==> src/hdl/i2c_target_byte_engine_macros.svh <==
// Assertion macros shared by the I2C target byte engine RTL.
// Defining ASSERT_OFF compiles every check away to nothing.
`ifndef I2C_TARGET_BYTE_ENGINE_MACROS_SVH
`define I2C_TARGET_BYTE_ENGINE_MACROS_SVH

`ifndef ASSERT_OFF

// Check a property on every rising clock edge, suspended while reset is low.
`define I2C_ASSERT(lbl, clk, rst_n, prop, msg) \
  lbl: assert property (@(posedge clk) disable iff (!rst_n) prop) else $error(msg);

// Check a property on every rising clock edge, reset included.
`define I2C_ASSERT_ALWAYS(lbl, clk, prop, msg) \
  lbl: assert property (@(posedge clk) prop) else $error(msg);

`else

`define I2C_ASSERT(lbl, clk, rst_n, prop, msg)
`define I2C_ASSERT_ALWAYS(lbl, clk, prop, msg)

`endif

`endif

==> src/hdl/i2c_tbe_pkg.sv <==
// Shared types, codes and reset constants of the I2C target byte engine.
// No dependencies; every module file of the engine imports this package.
`timescale 1ns / 1ps

package i2c_tbe_pkg;

  // Register reset values
  localparam logic [6:0] OWN_ADDRESS_RST   = 7'h57;
  localparam logic [7:0] RX_BYTE_COUNT_RST = 8'd1;
  localparam logic [7:0] TX_BYTE_COUNT_RST = 8'd1;
  localparam logic [7:0] TX_DATA_RST       = 8'h55;

  // Result queue depth default
  localparam int unsigned OUTQ_DEPTH = 2;

  // Bits per byte on the bus
  localparam logic [3:0] BITS_PER_BYTE = 4'd8;

  typedef enum logic [7:0] {
    CFG_OWN_ADDRESS   = 8'd0,
    CFG_RX_BYTE_COUNT = 8'd1,
    CFG_TX_BYTE_COUNT = 8'd2,
    CFG_TX_DATA       = 8'd3
  } cfg_idx_e;

  typedef enum logic [2:0] {
    PH_IDLE      = 3'd0,
    PH_ADDR      = 3'd1,
    PH_ADDR_ACK  = 3'd2,
    PH_WRITE     = 3'd3,
    PH_WRITE_ACK = 3'd4,
    PH_READ      = 3'd5,
    PH_READ_ACK  = 3'd6
  } phase_e;

  typedef enum logic [2:0] {
    EV_NONE  = 3'd0,
    EV_WRITE = 3'd1,
    EV_READ  = 3'd2,
    EV_WRONG = 3'd3,
    EV_DONE  = 3'd4
  } event_e;

  typedef struct packed {
    logic scl_level;
    logic sda_level;
  } in_t;

  typedef struct packed {
    logic       sda_pull_low;
    logic       rx_valid;
    logic [7:0] rx_byte;
    event_e     event_code;
  } out_t;

  typedef struct packed {
    logic [6:0] own_address;
    logic [7:0] rx_byte_count;
    logic [7:0] tx_byte_count;
    logic [7:0] tx_data;
  } cfg_t;

endpackage

==> src/hdl/i2c_tbe_cfg.sv <==
// Configuration register file of the I2C target byte engine.
// Depends on i2c_tbe_pkg for the register indexes, reset values and cfg_t.
`timescale 1ns / 1ps

module i2c_tbe_cfg import i2c_tbe_pkg::*; (
  input  logic       clk_i,
  input  logic       rst_ni,
  input  logic       wr_en_i,
  input  logic [7:0] wr_index_i,
  input  logic [7:0] wr_data_i,
  output cfg_t       cfg_o
);

  cfg_t cfg_d, cfg_q;

  // Decode the write index; unknown indexes leave everything unchanged
  always_comb begin
    cfg_d = cfg_q;
    if (wr_en_i) begin
      unique case (wr_index_i)
        CFG_OWN_ADDRESS:   cfg_d.own_address   = wr_data_i[6:0];
        CFG_RX_BYTE_COUNT: cfg_d.rx_byte_count = wr_data_i;
        CFG_TX_BYTE_COUNT: cfg_d.tx_byte_count = wr_data_i;
        CFG_TX_DATA:       cfg_d.tx_data       = wr_data_i;
        default:           cfg_d               = cfg_q;
      endcase
    end
  end

  always_ff @(posedge clk_i or negedge rst_ni) begin
    if (!rst_ni) begin
      cfg_q.own_address   <= OWN_ADDRESS_RST;
      cfg_q.rx_byte_count <= RX_BYTE_COUNT_RST;
      cfg_q.tx_byte_count <= TX_BYTE_COUNT_RST;
      cfg_q.tx_data       <= TX_DATA_RST;
    end else begin
      cfg_q <= cfg_d;
    end
  end

  assign cfg_o = cfg_q;

endmodule

==> src/hdl/i2c_tbe_core.sv <==
// Bus-tracking state machine of the I2C target byte engine: edge and start
// detection, address match, byte receive and transmit. Uses i2c_tbe_pkg.
`timescale 1ns / 1ps

`include "i2c_target_byte_engine_macros.svh"

module i2c_tbe_core import i2c_tbe_pkg::*; (
  input  logic clk_i,
  input  logic rst_ni,
  input  logic accept_i,
  input  in_t  sample_i,
  input  cfg_t cfg_i,
  output out_t result_o
);

  phase_e     phase_d, phase_q;
  logic       prev_scl_q, prev_sda_q;
  logic [3:0] bit_count_d, bit_count_q;
  logic [7:0] shift_d, shift_q;
  logic [7:0] byte_count_d, byte_count_q;
  logic       drive_low_d, drive_low_q;

  logic       rise, fall, start_cond;
  logic [7:0] shifted;
  logic [3:0] bit_inc;
  logic [7:0] byte_inc;
  logic       rx_valid;
  logic [7:0] rx_byte;
  event_e     event_code;

  // Line edges and start condition against the previous sample
  assign rise       = sample_i.scl_level & ~prev_scl_q;
  assign fall       = ~sample_i.scl_level & prev_scl_q;
  assign start_cond = sample_i.scl_level & prev_scl_q & prev_sda_q & ~sample_i.sda_level;
  assign shifted    = {shift_q[6:0], sample_i.sda_level};
  assign bit_inc    = bit_count_q + 4'd1;
  assign byte_inc   = byte_count_q + 8'd1;

  // Next state
  always_comb begin
    phase_d      = phase_q;
    bit_count_d  = bit_count_q;
    shift_d      = shift_q;
    byte_count_d = byte_count_q;
    drive_low_d  = drive_low_q;
    if (start_cond) begin
      phase_d      = PH_ADDR;
      bit_count_d  = '0;
      shift_d      = '0;
      byte_count_d = '0;
      drive_low_d  = 1'b0;
    end else begin
      unique case (phase_q)
        PH_ADDR: begin
          if (rise) begin
            shift_d     = shifted;
            bit_count_d = bit_inc;
            if (bit_inc >= BITS_PER_BYTE) begin
              phase_d     = (shifted[7:1] == cfg_i.own_address) ? PH_ADDR_ACK : PH_IDLE;
              bit_count_d = '0;
            end
          end
        end
        PH_ADDR_ACK: begin
          if (fall) begin
            if (!drive_low_q) begin
              drive_low_d = 1'b1;
            end else if (shift_q[0]) begin
              // Load the first transmit byte and put its MSB on the line
              shift_d     = cfg_i.tx_data;
              drive_low_d = ~cfg_i.tx_data[7];
              bit_count_d = 4'd1;
              phase_d     = PH_READ;
            end else begin
              drive_low_d = 1'b0;
              bit_count_d = '0;
              shift_d     = '0;
              phase_d     = PH_WRITE;
            end
          end
        end
        PH_WRITE: begin
          if (rise) begin
            shift_d     = shifted;
            bit_count_d = bit_inc;
            if (bit_inc >= BITS_PER_BYTE) begin
              bit_count_d = '0;
              phase_d     = PH_WRITE_ACK;
            end
          end
        end
        PH_WRITE_ACK: begin
          if (fall) begin
            if (!drive_low_q) begin
              drive_low_d = 1'b1;
            end else begin
              drive_low_d  = 1'b0;
              byte_count_d = byte_inc;
              if (byte_inc == cfg_i.rx_byte_count) begin
                phase_d = PH_IDLE;
              end else begin
                bit_count_d = '0;
                shift_d     = '0;
                phase_d     = PH_WRITE;
              end
            end
          end
        end
        PH_READ: begin
          if (fall) begin
            if (bit_count_q < BITS_PER_BYTE) begin
              // Bit index 7 - count is the inverse of the low three count bits
              drive_low_d = ~shift_q[~bit_count_q[2:0]];
              bit_count_d = bit_inc;
            end else begin
              drive_low_d = 1'b0;
              bit_count_d = '0;
              phase_d     = PH_READ_ACK;
            end
          end
        end
        PH_READ_ACK: begin
          if (fall) begin
            byte_count_d = byte_inc;
            if (byte_inc == cfg_i.tx_byte_count) begin
              drive_low_d = 1'b0;
              phase_d     = PH_IDLE;
            end else begin
              shift_d     = cfg_i.tx_data;
              drive_low_d = ~cfg_i.tx_data[7];
              bit_count_d = 4'd1;
              phase_d     = PH_READ;
            end
          end
        end
        default: begin
          phase_d     = PH_IDLE;
          drive_low_d = 1'b0;
        end
      endcase
    end
  end

  // Result outputs: received byte and event flags
  always_comb begin
    rx_valid   = 1'b0;
    rx_byte    = '0;
    event_code = EV_NONE;
    if (!start_cond) begin
      unique case (phase_q)
        PH_ADDR: begin
          if (rise && bit_inc >= BITS_PER_BYTE) begin
            if (shifted[7:1] == cfg_i.own_address) begin
              event_code = shifted[0] ? EV_READ : EV_WRITE;
            end else begin
              event_code = EV_WRONG;
            end
          end
        end
        PH_WRITE: begin
          if (rise && bit_inc >= BITS_PER_BYTE) begin
            rx_valid = 1'b1;
            rx_byte  = shifted;
          end
        end
        PH_WRITE_ACK: begin
          if (fall && drive_low_q && byte_inc == cfg_i.rx_byte_count) begin
            event_code = EV_DONE;
          end
        end
        PH_READ_ACK: begin
          if (fall && byte_inc == cfg_i.tx_byte_count) begin
            event_code = EV_DONE;
          end
        end
        default: begin
          event_code = EV_NONE;
        end
      endcase
    end
  end

  assign result_o.sda_pull_low = drive_low_d;
  assign result_o.rx_valid     = rx_valid;
  assign result_o.rx_byte      = rx_byte;
  assign result_o.event_code   = event_code;

  // Advance bus state on each accepted sample
  always_ff @(posedge clk_i or negedge rst_ni) begin
    if (!rst_ni) begin
      phase_q      <= PH_IDLE;
      prev_scl_q   <= 1'b1;
      prev_sda_q   <= 1'b1;
      bit_count_q  <= '0;
      shift_q      <= '0;
      byte_count_q <= '0;
      drive_low_q  <= 1'b0;
    end else if (accept_i) begin
      phase_q      <= phase_d;
      prev_scl_q   <= sample_i.scl_level;
      prev_sda_q   <= sample_i.sda_level;
      bit_count_q  <= bit_count_d;
      shift_q      <= shift_d;
      byte_count_q <= byte_count_d;
      drive_low_q  <= drive_low_d;
    end
  end

  // SDA is only pulled low during an acknowledge or a transmitted byte
  `I2C_ASSERT(a_drive_phase, clk_i, rst_ni, drive_low_q |-> (phase_q == PH_ADDR_ACK || phase_q == PH_WRITE_ACK || phase_q == PH_READ), "SDA driven outside ACK or read phase")
  // A received byte only completes while receiving write data
  `I2C_ASSERT(a_rx_phase, clk_i, rst_ni, result_o.rx_valid |-> (phase_q == PH_WRITE && !start_cond), "rx byte outside write phase")
  // An accepted start restarts address reception with cleared counters
  `I2C_ASSERT(a_start_restart, clk_i, rst_ni, (accept_i && start_cond) |=> (phase_q == PH_ADDR && bit_count_q == 4'd0 && byte_count_q == 8'd0 && !drive_low_q), "start did not restart transfer")

endmodule

==> src/hdl/i2c_tbe_outq.sv <==
// Result queue of the I2C target byte engine; lets a new sample enter while
// an earlier result waits on a stalled output. Uses i2c_tbe_pkg for out_t.
`timescale 1ns / 1ps

`include "i2c_target_byte_engine_macros.svh"

module i2c_tbe_outq import i2c_tbe_pkg::*; #(
  parameter int unsigned Depth = OUTQ_DEPTH
) (
  input  logic clk_i,
  input  logic rst_ni,
  input  logic push_i,
  input  out_t push_data_i,
  output logic full_o,
  output logic valid_o,
  input  logic stall_i,
  output out_t data_o
);

  localparam int unsigned PtrW = (Depth > 1) ? $clog2(Depth) : 1;
  localparam int unsigned CntW = $clog2(Depth + 1);
  localparam logic [PtrW-1:0] LastPtr = PtrW'(Depth - 1);
  localparam logic [CntW-1:0] DepthCnt = CntW'(Depth);

  out_t            mem_q [Depth];
  logic [PtrW-1:0] wr_ptr_d, wr_ptr_q, rd_ptr_d, rd_ptr_q;
  logic [CntW-1:0] count_d, count_q;
  logic            pop;

  assign pop     = valid_o & ~stall_i;
  assign valid_o = (count_q != '0);
  assign full_o  = (count_q == DepthCnt);
  assign data_o  = mem_q[rd_ptr_q];

  // Advance pointers and occupancy
  always_comb begin
    wr_ptr_d = wr_ptr_q;
    rd_ptr_d = rd_ptr_q;
    count_d  = count_q;
    if (push_i) begin
      wr_ptr_d = (wr_ptr_q == LastPtr) ? '0 : wr_ptr_q + PtrW'(1);
    end
    if (pop) begin
      rd_ptr_d = (rd_ptr_q == LastPtr) ? '0 : rd_ptr_q + PtrW'(1);
    end
    if (push_i && !pop) begin
      count_d = count_q + CntW'(1);
    end else if (pop && !push_i) begin
      count_d = count_q - CntW'(1);
    end
  end

  always_ff @(posedge clk_i or negedge rst_ni) begin
    if (!rst_ni) begin
      wr_ptr_q <= '0;
      rd_ptr_q <= '0;
      count_q  <= '0;
    end else begin
      wr_ptr_q <= wr_ptr_d;
      rd_ptr_q <= rd_ptr_d;
      count_q  <= count_d;
    end
  end

  // Store result words
  always_ff @(posedge clk_i) begin
    if (push_i) begin
      mem_q[wr_ptr_q] <= push_data_i;
    end
  end

  // Never push into a full queue
  `I2C_ASSERT(a_no_overflow, clk_i, rst_ni, push_i |-> (count_q < DepthCnt), "push into full result queue")
  // Occupancy stays within depth
  `I2C_ASSERT(a_count_range, clk_i, rst_ni, count_q <= DepthCnt, "result queue count out of range")
  // A push without a pop grows the queue by one word
  `I2C_ASSERT(a_count_push, clk_i, rst_ni, (push_i && !pop) |=> (count_q == $past(count_q) + CntW'(1)), "push did not grow queue")

endmodule

==> src/hdl/i2c_target_byte_engine.sv <==
// I2C target byte engine: one SCL/SDA sample word in, one result word out.
// The result of an accepted sample is registered in the result queue and offered after earlier results.
// Throughput: one sample per cycle while the result queue has room; the bus state machine updates per accepted sample.
// Input stall rises only while the result queue (default two words) is full.
// Reset (rst_ni low, asynchronous) idles the bus state, empties the queue and
// loads register defaults: address 0x57, byte counts 1, transmit byte 0x55.
`timescale 1ns / 1ps

module i2c_target_byte_engine import i2c_tbe_pkg::*; #(
  parameter int unsigned OutDepth = OUTQ_DEPTH
) (
  input  logic       clk_i,
  input  logic       rst_ni,
  // Sample channel
  input  logic       in_valid_i,
  output logic       in_stall_o,
  input  in_t        in_data_i,
  // Result channel
  output logic       out_valid_o,
  input  logic       out_stall_i,
  output out_t       out_data_o,
  // Configuration write channel
  input  logic       cfg_valid_i,
  output logic       cfg_ready_o,
  input  logic [7:0] cfg_index_i,
  input  logic [7:0] cfg_data_i
);

  cfg_t cfg;
  out_t result;
  logic accept;
  logic q_full;

  // Take a sample whenever the result queue has room
  assign in_stall_o  = q_full;
  assign accept      = in_valid_i & ~q_full;
  assign cfg_ready_o = 1'b1;

  i2c_tbe_cfg u_cfg (
    .clk_i      (clk_i),
    .rst_ni     (rst_ni),
    .wr_en_i    (cfg_valid_i & cfg_ready_o),
    .wr_index_i (cfg_index_i),
    .wr_data_i  (cfg_data_i),
    .cfg_o      (cfg)
  );

  i2c_tbe_core u_core (
    .clk_i    (clk_i),
    .rst_ni   (rst_ni),
    .accept_i (accept),
    .sample_i (in_data_i),
    .cfg_i    (cfg),
    .result_o (result)
  );

  i2c_tbe_outq #(
    .Depth (OutDepth)
  ) u_outq (
    .clk_i       (clk_i),
    .rst_ni      (rst_ni),
    .push_i      (accept),
    .push_data_i (result),
    .full_o      (q_full),
    .valid_o     (out_valid_o),
    .stall_i     (out_stall_i),
    .data_o      (out_data_o)
  );

endmodule
==> config.mk <==
export PLATFORM = sky130hd
export DESIGN_NAME = i2c_target_byte_engine
export DESIGN_NICKNAME = d
export VERILOG_FILES = /design/src/hdl/i2c_tbe_pkg.sv /design/src/hdl/i2c_tbe_cfg.sv /design/src/hdl/i2c_tbe_core.sv /design/src/hdl/i2c_tbe_outq.sv /design/src/hdl/i2c_target_byte_engine.sv
export VERILOG_INCLUDE_DIRS = /design/src /design/src/hdl
export SDC_FILE = /design/constraint.sdc
export NUM_CORES = 1
export LEC_CHECK = 0
export ABC_AREA = 1
export BUFFER_PORTS_ARGS = -buffer_cell sky130_fd_sc_hd__buf_2
export CAP_MARGIN = 20
export CORE_AREA = 2 2 92 94
export DETAILED_ROUTE_END_ITERATION = 6
export DIE_AREA = 0 0 94 96
export HOLD_SLACK_MARGIN = 0.06
export PLACE_DENSITY_LB_ADDON = 0.3
export SYNTH_ARGS = -nofsm -noshare
export SYNTH_HDL_FRONTEND = slang
export SYNTH_HIERARCHICAL = 1
export SYNTH_SLANG_ARGS = --single-unit
export TNS_END_PERCENT = 100
==> constraint.sdc <==
create_clock -name clk_i -period 4 [get_ports clk_i]
set_clock_uncertainty 0.15 [all_clocks]
set_input_delay 0.8 -clock clk_i [delete_from_list [all_inputs] [get_ports clk_i]]
set_output_delay 0.8 -clock clk_i [all_outputs]
set_load 0.005 [all_outputs]
Word-level counts from Yosys, hierarchy flattened
Memories as Yosys holds them, arrays and structs flattened.
Cells that the tools add are included.
{"block": "word_totals", "elab_cells": 168, "reg_bits": 61, "mem_bits_rw": 26, "mem_count": 1}
{"memory": "u_outq.mem_q", "depth": 2, "width": 13, "read_ports": 1, "rd_clocked_by_memory_dff": 0, "wr": 1, "line_no": "i2c_tbe_outq.sv:25", "source": "out_t mem_q [Depth];"}
{"block": "op_classes", "mux": 79, "bitwise_logic": 15, "addsub": 6, "magnitude_cmp": 3, "reduce_logical": 23, "eq_ne": 27}
{"cell": "$mux W8", "n": 17}
{"cell": "$mux W3", "n": 19}
{"cell": "$mux W4", "n": 12}
{"cell": "$ne A3 B1 Y1 const B", "n": 11}
{"cell": "$pmux W8 S4", "n": 1}
{"cell": "$pmux W4 S5", "n": 1}
{"cell": "$mux W1", "n": 19}
{"cell": "$pmux W3 S6", "n": 1}
{"cell": "$eq A8 B2 Y1 const B", "n": 2}
{"cell": "$eq A8 B8 Y1", "n": 2}
{"cell": "$pmux W8 S2", "n": 1}
{"cell": "$reduce_and A12 Y1", "n": 1}
{"cell": "$reduce_and A11 Y1", "n": 1}
{"cell": "$mux W2", "n": 5}
{"cell": "$reduce_and A10 Y1", "n": 1}
{"cell": "$eq A3 B3 Y1 const B", "n": 3}
{"cell": "$ne A3 B2 Y1 const B", "n": 3}
{"cell": "$pmux W3 S3", "n": 1}
{"cell": "$add A8 B1 Y8 const B", "n": 1}
{"cell": "$eq A8 B1 Y1 const B", "n": 1}
{"cell": "$logic_not A8 Y1", "n": 1}
{"cell": "$reduce_and A2 Y1", "n": 4}
{"cell": "$and A1 B1 Y1", "n": 7}
{"cell": "$eq A7 B7 Y1", "n": 1}
{"cell": "22 further kinds", "n": 37}

Longest topological paths before layout
Gate-level depths: netlist of the first run.
{"block": "logic_depth", "word_depth": 8, "depth_mapped": 16}

Modules after synthesis
The synthesis of the first run kept the hierarchy.
{"mod": "i2c_tbe_core", "area_per_inst_um2": 2521.2, "n_inst": 1, "cells_per_inst": 395}
{"mod": "i2c_tbe_cfg", "area_per_inst_um2": 1358.8, "n_inst": 1, "cells_per_inst": 151}
{"mod": "i2c_tbe_outq", "area_per_inst_um2": 1163.6, "n_inst": 1, "cells_per_inst": 96}
{"mod": "i2c_target_byte_engine", "area_per_inst_um2": 21.3, "n_inst": 1, "cells_per_inst": 4}

Worst setup path after synthesis of the first run
No wires, ideal clock.
{"block": "synth_path", "kind": "in2reg", "start": "in in_data_i[0] in the netlist's numbering", "end": "reg u_core.bit_count_q[0]", "cell_stages": 12, "setup_slack_ps": 1744, "n_path_buf": 0, "arrival_ps": 1989, "setup_time_ps": 117, "path_cell_list": "inv_1 -> nand4_2 -> nand2_1 -> inv_1 -> o21ai_1 -> nand4_2 -> nor2_1 -> inv_1 -> a21oi_4 -> nand2_2 -> nand2_1 -> nand2_1"}
{"block": "synth_via", "elab_chain_len": 4, "word_cells_on_any_way": 14, "cone_classes": "eq/ne (9); mux (1); bitwise (2); reduce/logical (2)"}
{"item": "from (decl)", "line_no": "i2c_target_byte_engine.sv:17", "source": "input in_t in_data_i,"}
{"item": "$not A1 Y1 *", "line_no": "i2c_tbe_core.sv:34", "source": "assign start_cond = sample_i.scl_level & prev_scl_q & prev_sda_q & ~sample_i.sda_level;"}
{"item": "$and A1 B1 Y1 *", "line_no": "i2c_tbe_core.sv:34"}
{"item": "$ne A3 B1 Y1 (no line), or another cell as far along"}
{"item": "$reduce_and A11 Y1 (no line)"}
{"item": "to (signal assigned)", "line_no": "i2c_tbe_core.sv:202", "source": "bit_count_q <= bit_count_d;"}
{"item": "to (decl)", "line_no": "i2c_tbe_core.sv:18", "source": "logic [3:0] bit_count_d, bit_count_q;"}
Mark *: on every way between the ends. The rest lies on a longest branch, timed or not.
A chain may end at the register's enable or synchronous reset.

Worst setup path in the final report of the first run
{"block": "layout_path", "start": "in in_data_i[0] in the netlist's numbering", "end": "reg u_core.byte_count_q[1]"}
{"block": "layout_via", "elab_chain_len": 4, "word_cells_on_any_way": 8, "cone_classes": "eq/ne (3); mux (1); bitwise (2); reduce/logical (2)"}
{"item": "$not A1 Y1 *", "line_no": "i2c_tbe_core.sv:34"}
{"item": "$and A1 B1 Y1 *", "line_no": "i2c_tbe_core.sv:34"}
{"item": "$ne A3 B1 Y1 (no line) or $reduce_bool A3 Y1 (tied branches)"}
{"item": "$reduce_and A5 Y1 (no line)"}
{"item": "to (signal assigned)", "line_no": "i2c_tbe_core.sv:204", "source": "byte_count_q <= byte_count_d;"}
{"item": "to (decl)", "line_no": "i2c_tbe_core.sv:20", "source": "logic [7:0] byte_count_d, byte_count_q;"}
Marked as above.

==> results of run 1 <==
[critical path, stage by stage]
cell	delay [ps]
buf_2	110
inv_1	160
nand4_2	360
clkinv_1	320
nor2_1	110
nor3_4	370
nand2_1	270
o21ai_0	220
[metrics by stage]
stage	instances	area (um^2)	hold slack [ps]	power [mW]	util (%)
after global routing	793	5482	343.8	3.583	68.08
after CTS	793	5482	311.3	3.311	68.08
after detailed placement	777	5285	317.0	2.714	65.64
after global placement	777	5285	304.7	2.677	65.64
final	793	5482	311.5	3.315	68.08
after floorplan	646	5065	291.7	2.368	-
[layout by cell type, fill, tap and decap left out, types with 3 or more instances in the layout]
cell type | netlist | final
a21oi_1 | 7 | 7
nor2_4 | 6 | 6
a31oi_1 | 9 | 9
o211ai_1 | 3 | 3
nor2_1 | 45 | 45
nor2_2 | 3 | 3
inv_1 | 66 | 66
buf_2 | 3 | 37
xnor2_1 | 7 | 7
nand2_1 | 217 | 217
inv_2 | 10 | 10
dfstp_2 | 13 | 13
o22ai_1 | 6 | 6
nand4_1 | 5 | 5
o21ai_0 | 26 | 26
clkbuf_8 | 1 | 9
ha_1 | 5 | 5
nor3_4 | 3 | 3
nand2_2 | 9 | 9
dfrtp_1 | 48 | 48
nand3b_1 | 3 | 3
nand3_2 | 5 | 5
xor2_1 | 6 | 6
edfxtp_1 | 26 | 26
nand3_1 | 83 | 83
[cells in the mapped netlist (4+ instances only)]
cell type / count / share of area [%]
a31oi_1: 9 / 1.1
xnor2_1: 7 / 1.2
inv_2: 10 / 0.74
dfrtp_1: 48 / 24
o22ai_1: 6 / 0.74
nor2_4: 6 / 1.3
o21ai_0: 26 / 2.6
nand3_2: 5 / 0.99
nand4_1: 5 / 0.62
buf_6: 4 / 0.89
a21oi_1: 7 / 0.69
xor2_1: 6 / 1.0
edfxtp_1: 26 / 15
buf_4: 4 / 0.59
ha_1: 5 / 1.2
dfstp_2: 13 / 6.7
nand3_1: 83 / 8.2
nand2_2: 9 / 1.1
nor2_1: 45 / 3.3
nand2_1: 217 / 16
inv_1: 66 / 4.9
[area by class of cell]
type	instances	area [um^2]	share of cell area, %
well taps	105	131.4	2.397
clock buffers	9	123.9	2.260
clock inverters	7	72.57	1.324
inverters	77	289.0	5.273
multi-input cells	469	2341	42.71
flip-flops and latches	87	2323	42.39
repair buffers	39	200.2	3.652
[state kept, by name, summed over array words and instances, names as in the netlist]
name                 cells
u_core/phase_q           3
u_outq/rd_ptr_q          1
u_core/byte_count_q      8
u_cfg/cfg_o             31
u_core/prev_scl_q        1
u_core/drive_low_q       1
u_outq/mem_q            26
u_outq/wr_ptr_q          1
u_core/shift_q           8
u_core/prev_sda_q        1
u_outq/count_q           2
u_core/bit_count_q       4
[final timing paths]
| path | startpoint | depth (start not counted) | slack [ps] | end |
|---|---|---|---|---|
| min | rst_ni | 1 | 310 | u_cfg/cfg_o[10] |
| max reg2reg | u_core/byte_count_q[0] | 10 | 1570 | u_outq/mem_q[1][2] |
| max in group asynchronous | rst_ni | 2 | 2480 | u_cfg/cfg_o[6] |
| min in group clk_i | u_cfg/cfg_o[16] | 2 | 330 | u_cfg/cfg_o[16] |
| min reg2reg | u_cfg/cfg_o[16] | 2 | 330 | u_cfg/cfg_o[16] |
| max | in_data_i[0] | 8 | 1390 | u_core/byte_count_q[1] |
[cell families after synthesis]
| logic type | after synthesis | synth area share [%] |
|---|---|---|
| adders and majority gates | 5 | 1.235 |
| xor gates and xnor gates | 14 | 2.569 |
| AOI/OAI and AO/OA | 55 | 6.225 |
| DFF | 87 | 45.87 |
| buffers and inverters | 90 | 7.905 |
| other | 1 | 0.07404 |
| and+or+nand+nor | 394 | 36.12 |
[power groups by stage]
| stage | clock network [mW] | logic [mW] | registers [mW] |
|---|---|---|---|
| 6_report | 0.598 | 1.37 | 1.35 |
| 3_5_place_dp | 0 | 1.35 | 1.36 |
| 4_1_cts | 0.609 | 1.36 | 1.35 |
| 2_1_floorplan | 0 | 1.08 | 1.28 |
| 5_1_grt | 0.650 | 1.56 | 1.37 |
| 3_3_place_gp | 0 | 1.32 | 1.35 |
[metal layers]
| metal | up-vias | routed length (um) | track usage, % |
|---|---|---|---|
| li1 | 2167 | - | - |
| met1 | 2004 | 4680 | 33.02 |
| met2 | 142 | 5313 | 45.54 |
| met3 | 18 | 511 | 3.367 |
| met4 | 0 | 191 | 10.63 |
| met5 | - | 0 | 0 |
==> metrics list, run 1 <==
- The number of antenna violations at the first check in global routing was 0.
- Vert. Die Dim: 96 um
- In this run the worst path has a maximum fanout of 15.
* GRT Util Overall: 26.07%
- Maximum vdd ir drop: 0.2680 mV
* Residual antenna-violating net count after detailed routing: 0
- Minimum period implied by the final worst setup slack: 2607 ps
- The total area inside the core boundary comes to 8051 um^2.
- Dividing the synthesized area by the synthesized cell count gives 7.840 um^2.
* Number of buffers on the longest clock path: 2
- In the synthesized netlist the dominant register cell turns out to be dfrtp_1.
* Crit path DAT: 2730 ps
- For this configuration, the core starts out at a cell density of 62.91%.
- The analysis attributes to cell leakage a power of 2.727 nW.
- Setup slack on the critical path of the routed design comes to 1393 ps.
* Number of synthesized flops with an enable pin: 26
- STA puts the critical path data required time at 4120 ps.
- Final number of max-transition violations: 0
- Of the cells placed in the final design, the portion with a size suffix greater than 1 is 16.57%.
* Crit. End Element: flop
* Final HPWL DP: 8.221 mm
* Wire length of the first global-routing pass: 18.26 mm
- The number of global-route vias before repair was 3971.
- The critical path is of the in -> reg type.
- After synthesis the netlist holds a flip-flop and latch count of 87.
- Drt first-iter violations: 319
- Path type of the worst min-delay path: in -> async
- The worst setup path is launched from an input pin.
- Total of cells resized after clock tree synthesis: 0
- Post-synthesis sequential area ratio: 45.87%
- Routed WL per cell: 13.49 um
- # setup viols final: 0
- Setup repair after global routing missed its margin: no
- Post-Synthesis Cell Area: 5065 um^2
* Result of the run: finished, final reports clean
- The routed design has 10.70 mm of wire.
- 39 I/O pins were placed.
- Register clock-pin slew on the reported worst setup and hold paths: 80 ps
- Final worst-path cycle share: 65.17%
- # nets final: 711
* Max Cap Violations: 0
* Worst Tran Pin Value: 980.8 ps
- For the worst-skew pair, the clock arrives at the later sink with an insertion delay of 360 ps.
- Fraction of power consumed by the clock network: 18.0%
- DP Worst Slack: 999.9 ps
* Pwr Density: 604.8 nW/um^2
* Setup bufs post-CTS: 0
- Total negative slack for setup checks: 0 ps
- Of the total power, combinational logic draws 41.3%.
* Layout area overhead: 8.226%
- Entering global routing, the biggest net connects 36 pins.
* Grt total ovfl: 0
* Final weighted congestion in routability-driven placement: 0.9638
* Clock buffers created by TritonCTS: 9
- Final routed DRC violation total: 0
- Net switching power: 1.421 mW
* Switch share: 42.86%
- Timing would allow up to 383.6 MHz.
- Maximum level of the CTS H-tree: 3
* Vias per inst: 5.462
- For this run, the detailed router's first-pass iteration total came to 5.
* Syn_nets: 674
- From left edge to right edge, the die measures 94 um.
- Measured against its own limit, the worst slew margin works out to 34.37%.
- Number of hold buffers added after CTS: 0
- Syn Inst Count: 646
- After filler insertion, the fill cell instance count of the layout stands at 666.
- Registers are responsible for 40.7% of the overall power.
* Clock tree from TritonCTS: built
- Die Outline Area: 9024 um^2
* Clock root cell: clkbuf_8
- The clock drives 87 sinks.
- Count of synthesis-stage warnings from yosys: 6
- IO Port Bufs: 37
* Internal power contribution: 1.894 mW
* Asr flop ratio synth: 70.11%
- The routed layout has 4331 vias.
* Standard-cell rows: 33
* Number of antenna cells inserted: 0
- Library cells used by synthesis: 43
- The final count of hold timing violations was 0.
Power figures use the tool's default switching activity.
==> run 2: changes to the inputs <==
--- a/config.mk
+++ b/config.mk
@@ -9,9 +9,9 @@
 export ABC_AREA = 1
 export BUFFER_PORTS_ARGS = -buffer_cell sky130_fd_sc_hd__buf_2
 export CAP_MARGIN = 20
-export CORE_AREA = 2 2 92 94
+export CORE_AREA = 2 2 95 97
 export DETAILED_ROUTE_END_ITERATION = 6
-export DIE_AREA = 0 0 94 96
+export DIE_AREA = 0 0 97 99
 export HOLD_SLACK_MARGIN = 0.06
 export PLACE_DENSITY_LB_ADDON = 0.3
 export SYNTH_ARGS = -nofsm -noshare
==> constraint.sdc (replaced) <==
create_clock -name clk_i -period 2.6 [get_ports clk_i]
set_clock_uncertainty 0.15 [all_clocks]
set_input_delay 0.52 -clock clk_i [delete_from_list [all_inputs] [get_ports clk_i]]
set_output_delay 0.52 -clock clk_i [all_outputs]
set_load 0.005 [all_outputs]
==> run 2 against run 1 <==
Sequential power increased by 54%. Critical path depth increased by 2. Power increased by 57%.
==> metrics list, run 2 (synthesis results as in run 1) <==
- The startpoint identified for the worst hold timing path is cfg_data_i[4].
- Final weighted congestion in routability-driven placement: 0.9621 (-0.18%)
- In this run the critical register-to-register path is captured at u_outq/mem_q[1][2].
- Final number of max-transition violations: 0 (unchanged)
- The buffer levels on the longest clock path is 2 (unchanged).
- The largest stage delay on the critical path was 470 ps (+100 ps).
* PnR Total Power: 5.189 mW (+57%)
* Crit path cell chain: ha_1, inv_1, or2_2, nand3_1, nor2_2, nand3_1, nor2_1, nand4_1, or2_2, a21oi_1
- Max FFs per register: 31 (unchanged)
- Crit path DAT: 2420 ps (-310 ps)
* Clock root cell: clkbuf_8
* # nets final: 718 (+0.98%)
- First drt pass iteration count: 5 (unchanged)
- Worst Setup Start Kind: flop
- The core footprint came to 8551 um^2 (+6.2%).
* Number of top-level design ports: 39 (unchanged)
- Result of the run: finished, final reports clean
* Total wirelength of the detailed-routed design: 11.17 mm (+4.4%)
- The detailed router's first-iteration violation count was 258 (-19%).
- The sum of negative setup slack came to 0 ps (unchanged).
- Worst reg2reg setup slack: 210 ps (-1360 ps)
* # setup viols final: 0 (unchanged)
- Residual antenna-violating net count after detailed routing: 0 (unchanged)
* Sequential Area: 2325 um^2 (about the same)
- The max capacitance violation total is 0 (unchanged).
* Worst path slowest cell: dfrtp_2
- Setup repair after global routing missed its margin: no
- Worst Tran Pin Value: 536.5 ps (-444.3 ps)
- The library cell used most frequently in the layout, excluding fill and tap cells, is nand2_1.
* Area of the multi-input gates: 2344 um^2 (+0.11%)
- The setup fix buffers added after clock tree synthesis came to 0 (unchanged).
- Sink of the worst hold path: u_cfg/cfg_o[28]
- Final HPWL DP: 8.611 mm (+4.7%)
- Register clock-pin slew on the reported worst setup and hold paths: 90 ps (about the same)
- Vert. Die Dim: 99 um (+3.1%)
- The fill cell instance count of the final layout is 771 (+16%).
- The total via count after detailed routing is 4364 (+0.76%).
- Clk Latency, worst-skew pair: 350 ps (about the same)
- Grt total ovfl: 0 (unchanged)
* Static Leakage: 2.767 nW (+1.5%)
- The full die area came to 9603 um^2 (+6.4%).
* Width of the chip: 97 um (+3.2%)
- The wire length per cell was 13.91 um (+3.1%).
- Number of global-route vias before repair: 4193 (+5.6%)
- Final worst-path cycle share: 91.80%
- The maximum number of pins on one net before global-route repair is 43 (+19%).
- WP data required: 2630 ps (-1490 ps)
* Post-Route Utilization: 65.00% (-3.1 points)
- Reg2Reg Depth: 10 (unchanged)
- The initial cell density of the core is 59.23% (-3.7 points).
- The buffers plus inverters on the worst setup path is 1 (-2).
- The path class of the tightest hold or removal check is in -> reg.
- TritonCTS Sinks: 87 (unchanged)
* Final routed DRC violation total: 0 (unchanged)
- The relative slew slack was 64.23% (+30 points).
- Standard-cell rows: 34 (+3.0%)
- The highest ir drop seen on vdd came to 0.3772 mV (+41%).
- The maximum fanout along the worst path came to 7 (-8).
- The worst register-to-register path begins at u_core/byte_count_q[0].
* Highest Clock Rate: 419.0 MHz
* Initial antenna violation count: 0 (unchanged)
- Pwr Density: 933.6 nW/um^2 (+54%)
* Most frequent cells in the layout: nand2_1, nand3_1, inv_1, dfrtp_1, nor2_1
* Kind of cell with the highest combined delay on the critical path: simple AND/OR/NAND/NOR gates
* Number of antenna cells inserted: 0 (unchanged)
- The area growth from synthesis to layout is 9.733%.
- Clock buffers created by TritonCTS: 9 (unchanged)
* Maximum level of the CTS H-tree: 3 (unchanged)
* Clock tree from TritonCTS: built
- The worst path in the final design needs a cycle of 2387 ps, including I/O delays and setup.
* Vias per inst: 5.435 (-0.49%)
- The overall routing resource usage was 24.50% (-1.6 points).
- The number of I/O port buffers came to 37 (unchanged).
* Wire length of the first global-routing pass: 19.23 mm (+5.3%)
* Crit. End Element: flop
- Worst setup path class: reg -> reg
- The final count of hold timing violations was 0 (unchanged).
* Launching instance or port of the critical path: u_core/byte_count_q[0]
- The fraction of final layout cells sized beyond drive strength 1 came to 17.55% (+0.98 points).
- The worst hold path passes through 3 cells.
[run 2: worst reg2reg max path, cell delays in order (launching register included)]
cell	delay, ps
dfrtp_2	470
ha_1	350
inv_1	100
or2_2	110
nand3_1	120
nor2_2	150
nand3_1	80
nor2_1	110
nand4_1	110
or2_2	280
a21oi_1	170
[run 2: repair_timing]
item,in CTS,in global routing
setup endpoints to repair,0,10
hold buffers,1,0
gates resized for setup,0,2
endpoints found under the hold margin,17,0
[run 2: area by class of cell]
class	count	area share [%]
clock buffers	9	2.229
flip-flops and latches	87	41.83
clock inverters	7	1.328
multi-input cells	469	42.17
inverters	77	5.200
repair buffers	46	4.818
well taps	108	2.431
[run 2: report_power, final]
group / switching [mW] / internal (mW)
registers: 0.324 / 1.75
logic: 1.42 / 0.764
clock network: 0.480 / 0.446
total: 2.23 / 2.96
[run 2: per-layer routing]
layer | vias up | global-route usage [%] | share of wire [%]
met4 | 0 | 6.826 | 1.4
met2 | 146 | 43.91 | 52
met1 | 2021 | 30.93 | 41
li1 | 2182 | - | -
met3 | 15 | 3.901 | 5.4
met5 | - | 0 | 0
[run 2: worst max-delay path by stage]
| stage | to | cells past startpoint |
|---|---|---|
| final | u_outq/mem_q[1][2] | 10 |
| after global routing | u_outq/mem_q[1][2] | 10 |
| after CTS | u_outq/mem_q[1][2] | 10 |
| after detailed placement | u_outq/mem_q[0][2] | 10 |
| after global placement | u_core/bit_count_q[0] | 13 |
| after floorplan | u_outq/mem_q[0][2] | 10 |
[run 2: metrics by stage]
stage	instances	hold slack, ps	setup slack, ps	area (um^2)
floorplan	646	74.41	527.5	5065
global placement	786	304.1	318.7	5346
detailed placement	786	309.8	221.6	5346
CTS	803	259.3	183.2	5554
global route	803	260.1	12.22	5558
finish	803	264.6	213.3	5558
==> run 3: changes to the inputs <==
--- a/config.mk
+++ b/config.mk
@@ -9,9 +9,11 @@
 export ABC_AREA = 1
 export BUFFER_PORTS_ARGS = -buffer_cell sky130_fd_sc_hd__buf_2
 export CAP_MARGIN = 20
-export CORE_AREA = 2 2 95 97
+export CELL_PAD_IN_SITES_DETAIL_PLACEMENT = 0
+export CELL_PAD_IN_SITES_GLOBAL_PLACEMENT = 1
+export CORE_AREA = 2 2 110 112
 export DETAILED_ROUTE_END_ITERATION = 6
-export DIE_AREA = 0 0 97 99
+export DIE_AREA = 0 0 112 114
 export HOLD_SLACK_MARGIN = 0.06
 export PLACE_DENSITY_LB_ADDON = 0.3
 export SYNTH_ARGS = -nofsm -noshare
==> run 3 against run 2 <==
Combinational power barely moved. Largest power group unchanged. Largest cell class unchanged. First-iteration DRC count decreased by 14%. Sequential cell count stayed put. Design area rose by 3.1%. Die area up 33%. Clock-buffer cell count increased by 4. Clock power is 48% higher. Via count shrank 2.3%.
==> metrics list, run 3 (synthesis results as in run 1) <==
- The run finished with clean final reports.
* Final count of hold timing violations: 0 (unchanged)
* Reg2Reg Depth: 10 (unchanged)
- The post-CTS clock slew at the launch and capture registers of the worst setup and hold paths came to 60 ps (-30 ps).
- The standard-cell row count came to 40 (+18%).
- The clock latency reported for the late side of the worst-skew pair was 340 ps (about the same).
* Crit. End Element: flop
* Setup repair after global routing missed its margin: no
- The first-pass GRT wire length was 19.91 mm (+3.5%).
- The number of I/O port buffers is 37 (unchanged).
* Total negative slack for setup checks: 0 ps (unchanged)
- The maximum fanout along the worst path is 7 (unchanged).
- Max Cap Violations: 0 (unchanged)
* Final std cells w/o fill: 843 (+5.0%)
- In this run the worst hold path is classified as in -> reg.
- Max FFs per register: 31 (unchanged)
- Leaving out fill and tap cells, the most frequent cells in the layout are nand2_1, nand3_1, inv_1, dfrtp_1, nor2_1.
- Routed vias: 4265 (-2.3%)
- The buffer levels on the longest clock path is 2 (unchanged).
- The post-route clock period utilization came to 89.72% (-2.1 points).
- Total wirelength of the detailed-routed design: 11.72 mm (+4.9%)
- The highest ir drop seen on vdd came to 0.4483 mV (+19%).
- Highest Clock Rate: 428.7 MHz (+2.3%)
- The fraction of final layout cells sized beyond drive strength 1 was 17.24% (-0.31 points).
* TritonCTS Sinks: 87 (unchanged)
* Worst Tran Pin Value: 601.5 ps (+65.02 ps)
* Minimum hold slack: 281.9 ps (+17.23 ps)
- Final weighted congestion in routability-driven placement: 0.8920 (-7.3%)
- The height of the chip came to 114 um (+15%).
- By startpoint and endpoint, the worst setup path is classified as reg -> reg.
- # nets final: 719 (+0.14%)
- The number of global-route vias before repair came to 4186 (-0.17%).
- Vias per inst: 5.059 (-6.9%)
- Width of the chip: 112 um (+15%)
* Drt first-iter violations: 222 (-14%)
- Initial antenna violation count: 0 (unchanged)
- Worst Setup Start Kind: flop
- Clock buffers created by TritonCTS: 9 (unchanged)
- The fill cell instance count of the final layout was 1174 (+52%).
- Routed WL per cell: 13.90 um (-0.11%)
- The data arrival at the endpoint of the critical path came to 2340 ps (-80 ps).
* Minimum period implied by the final worst setup slack: 2333 ps (-53.93 ps)
* Relative max-transition margin: 59.90% (-4.3 points)
- Final number of max-transition violations: 0 (unchanged)
* # setup viols final: 0 (unchanged)
- Maximum level of the CTS H-tree: 3 (unchanged)
- The half-perimeter wire length after placement is 8.966 mm (+4.1%).
- Number of instances on the worst hold path: 3 (unchanged)
* Number of top-level design ports: 39 (unchanged)
- Grt total ovfl: 0 (unchanged)
- Clock tree from TritonCTS: built
- Final routed DRC violation total: 0 (unchanged)
- The full die area is 12770 um^2 (+33%).
- The number of placed instances, taps included came to 826 (+5.1%).
- The library cell used most frequently in the layout, excluding fill and tap cells, is nand2_1.
* Initial Utilization: 43.25% (-16 points)
* Floorplan Core Area: 11710 um^2 (+37%)
- WP data required: 2610 ps (-20 ps)
* Residual antenna-violating net count after detailed routing: 0 (unchanged)
- The final antenna diode count is 0 (unchanged).
- The total leakage power is 2.826 nW (+2.1%).
- Layout area overhead: 13.14%
* Pin count of the biggest net entering global routing: 38 (-12%)
* First drt pass iteration count: 5 (unchanged)
- Clock root cell: clkbuf_16
- The power density over the cells came to 982.0 nW/um^2 (+5.2%).
- GRT Util Overall: 19.49% (-5.0 points)
==> run 3: cell count changes in the layout (fill, tap and decap cells not counted), moves of 3 or more <==
| cell | previous run | this run |
|---|---|---|
| clkbuf_16 | 0 | 9 |
| clkbuf_8 | 9 | 1 |
| clkinv_4 | 4 | 0 |
| clkbuf_1 | 0 | 3 |
==> run 3: where the power goes <==
part	total, mW	switching [mW]	leakage (nW)	internal, mW
sequential	2.08	0.320	1.01	1.76
combinational	2.18	1.41	1.66	0.768
clock	1.37	0.504	0.154	0.870
==> run 3: worst paths after layout <==
check / startpoint / to / slack, ps
worst max-delay path: u_core/byte_count_q[0] / u_outq/mem_q[0][2] / 270
worst min-delay path: cfg_data_i[2] / u_cfg/cfg_o[2] / 280
worst max register to register: u_core/byte_count_q[0] / u_outq/mem_q[0][2] / 270
worst min register to register: u_cfg/cfg_o[28] / u_cfg/cfg_o[28] / 320
max in group asynchronous: rst_ni / u_cfg/cfg_o[0] / 1050
min in group asynchronous: rst_ni / u_cfg/cfg_o[17] / 570
==> run 3: stage by stage <==
stage | util, % | worst slack (ps) | area, um^2 | total power [mW]
floorplan | - | 527.5 | 5065 | 3.643
global placement | 46.13 | 295.4 | 5403 | 4.234
detailed placement | 46.13 | 253.6 | 5403 | 4.271
CTS | 48.92 | 233.2 | 5729 | 5.662
global route | 48.93 | 39.12 | 5731 | 6.080
finish | 48.93 | 267.2 | 5731 | 5.627
==> run 3: critical path, cell delays in order (launching register included) <==
cell     delay, ps
dfrtp_2        450
ha_1           330
inv_1           90
or2_2          110
nand3_1        110
nor2_1         150
nand3_1         80
nor2_1         100
nand4_1        110
or2_2          280
a21oi_1        200
==> run 3: final cells by class <==
type	instances	area, um^2	share of cell area [%]
Tap cell	147	183.9	3.210
Multi-Input combinational cell	469	2341	40.85
Inverter	77	289.0	5.044
Sequential cell	87	2325	40.57
Clock inverter	3	66.31	1.157
Timing Repair Buffer	47	275.3	4.803
Clock buffer	13	250.2	4.367
==> run 3: per-layer routing <==
metal  track usage (%)  share of wire (%)
met1             25.21                 45
met4             6.260                1.4
met5                 0                  0
met2             33.45                 49
met3             3.560                3.9
==> run 3: timing repair <==
item	4_1_cts	5_1_grt
setup buffers	0	0
hold endpoints to repair	16	0
resized for setup	0	1
setup endpoints to repair	0	2
hold buffers	1	0
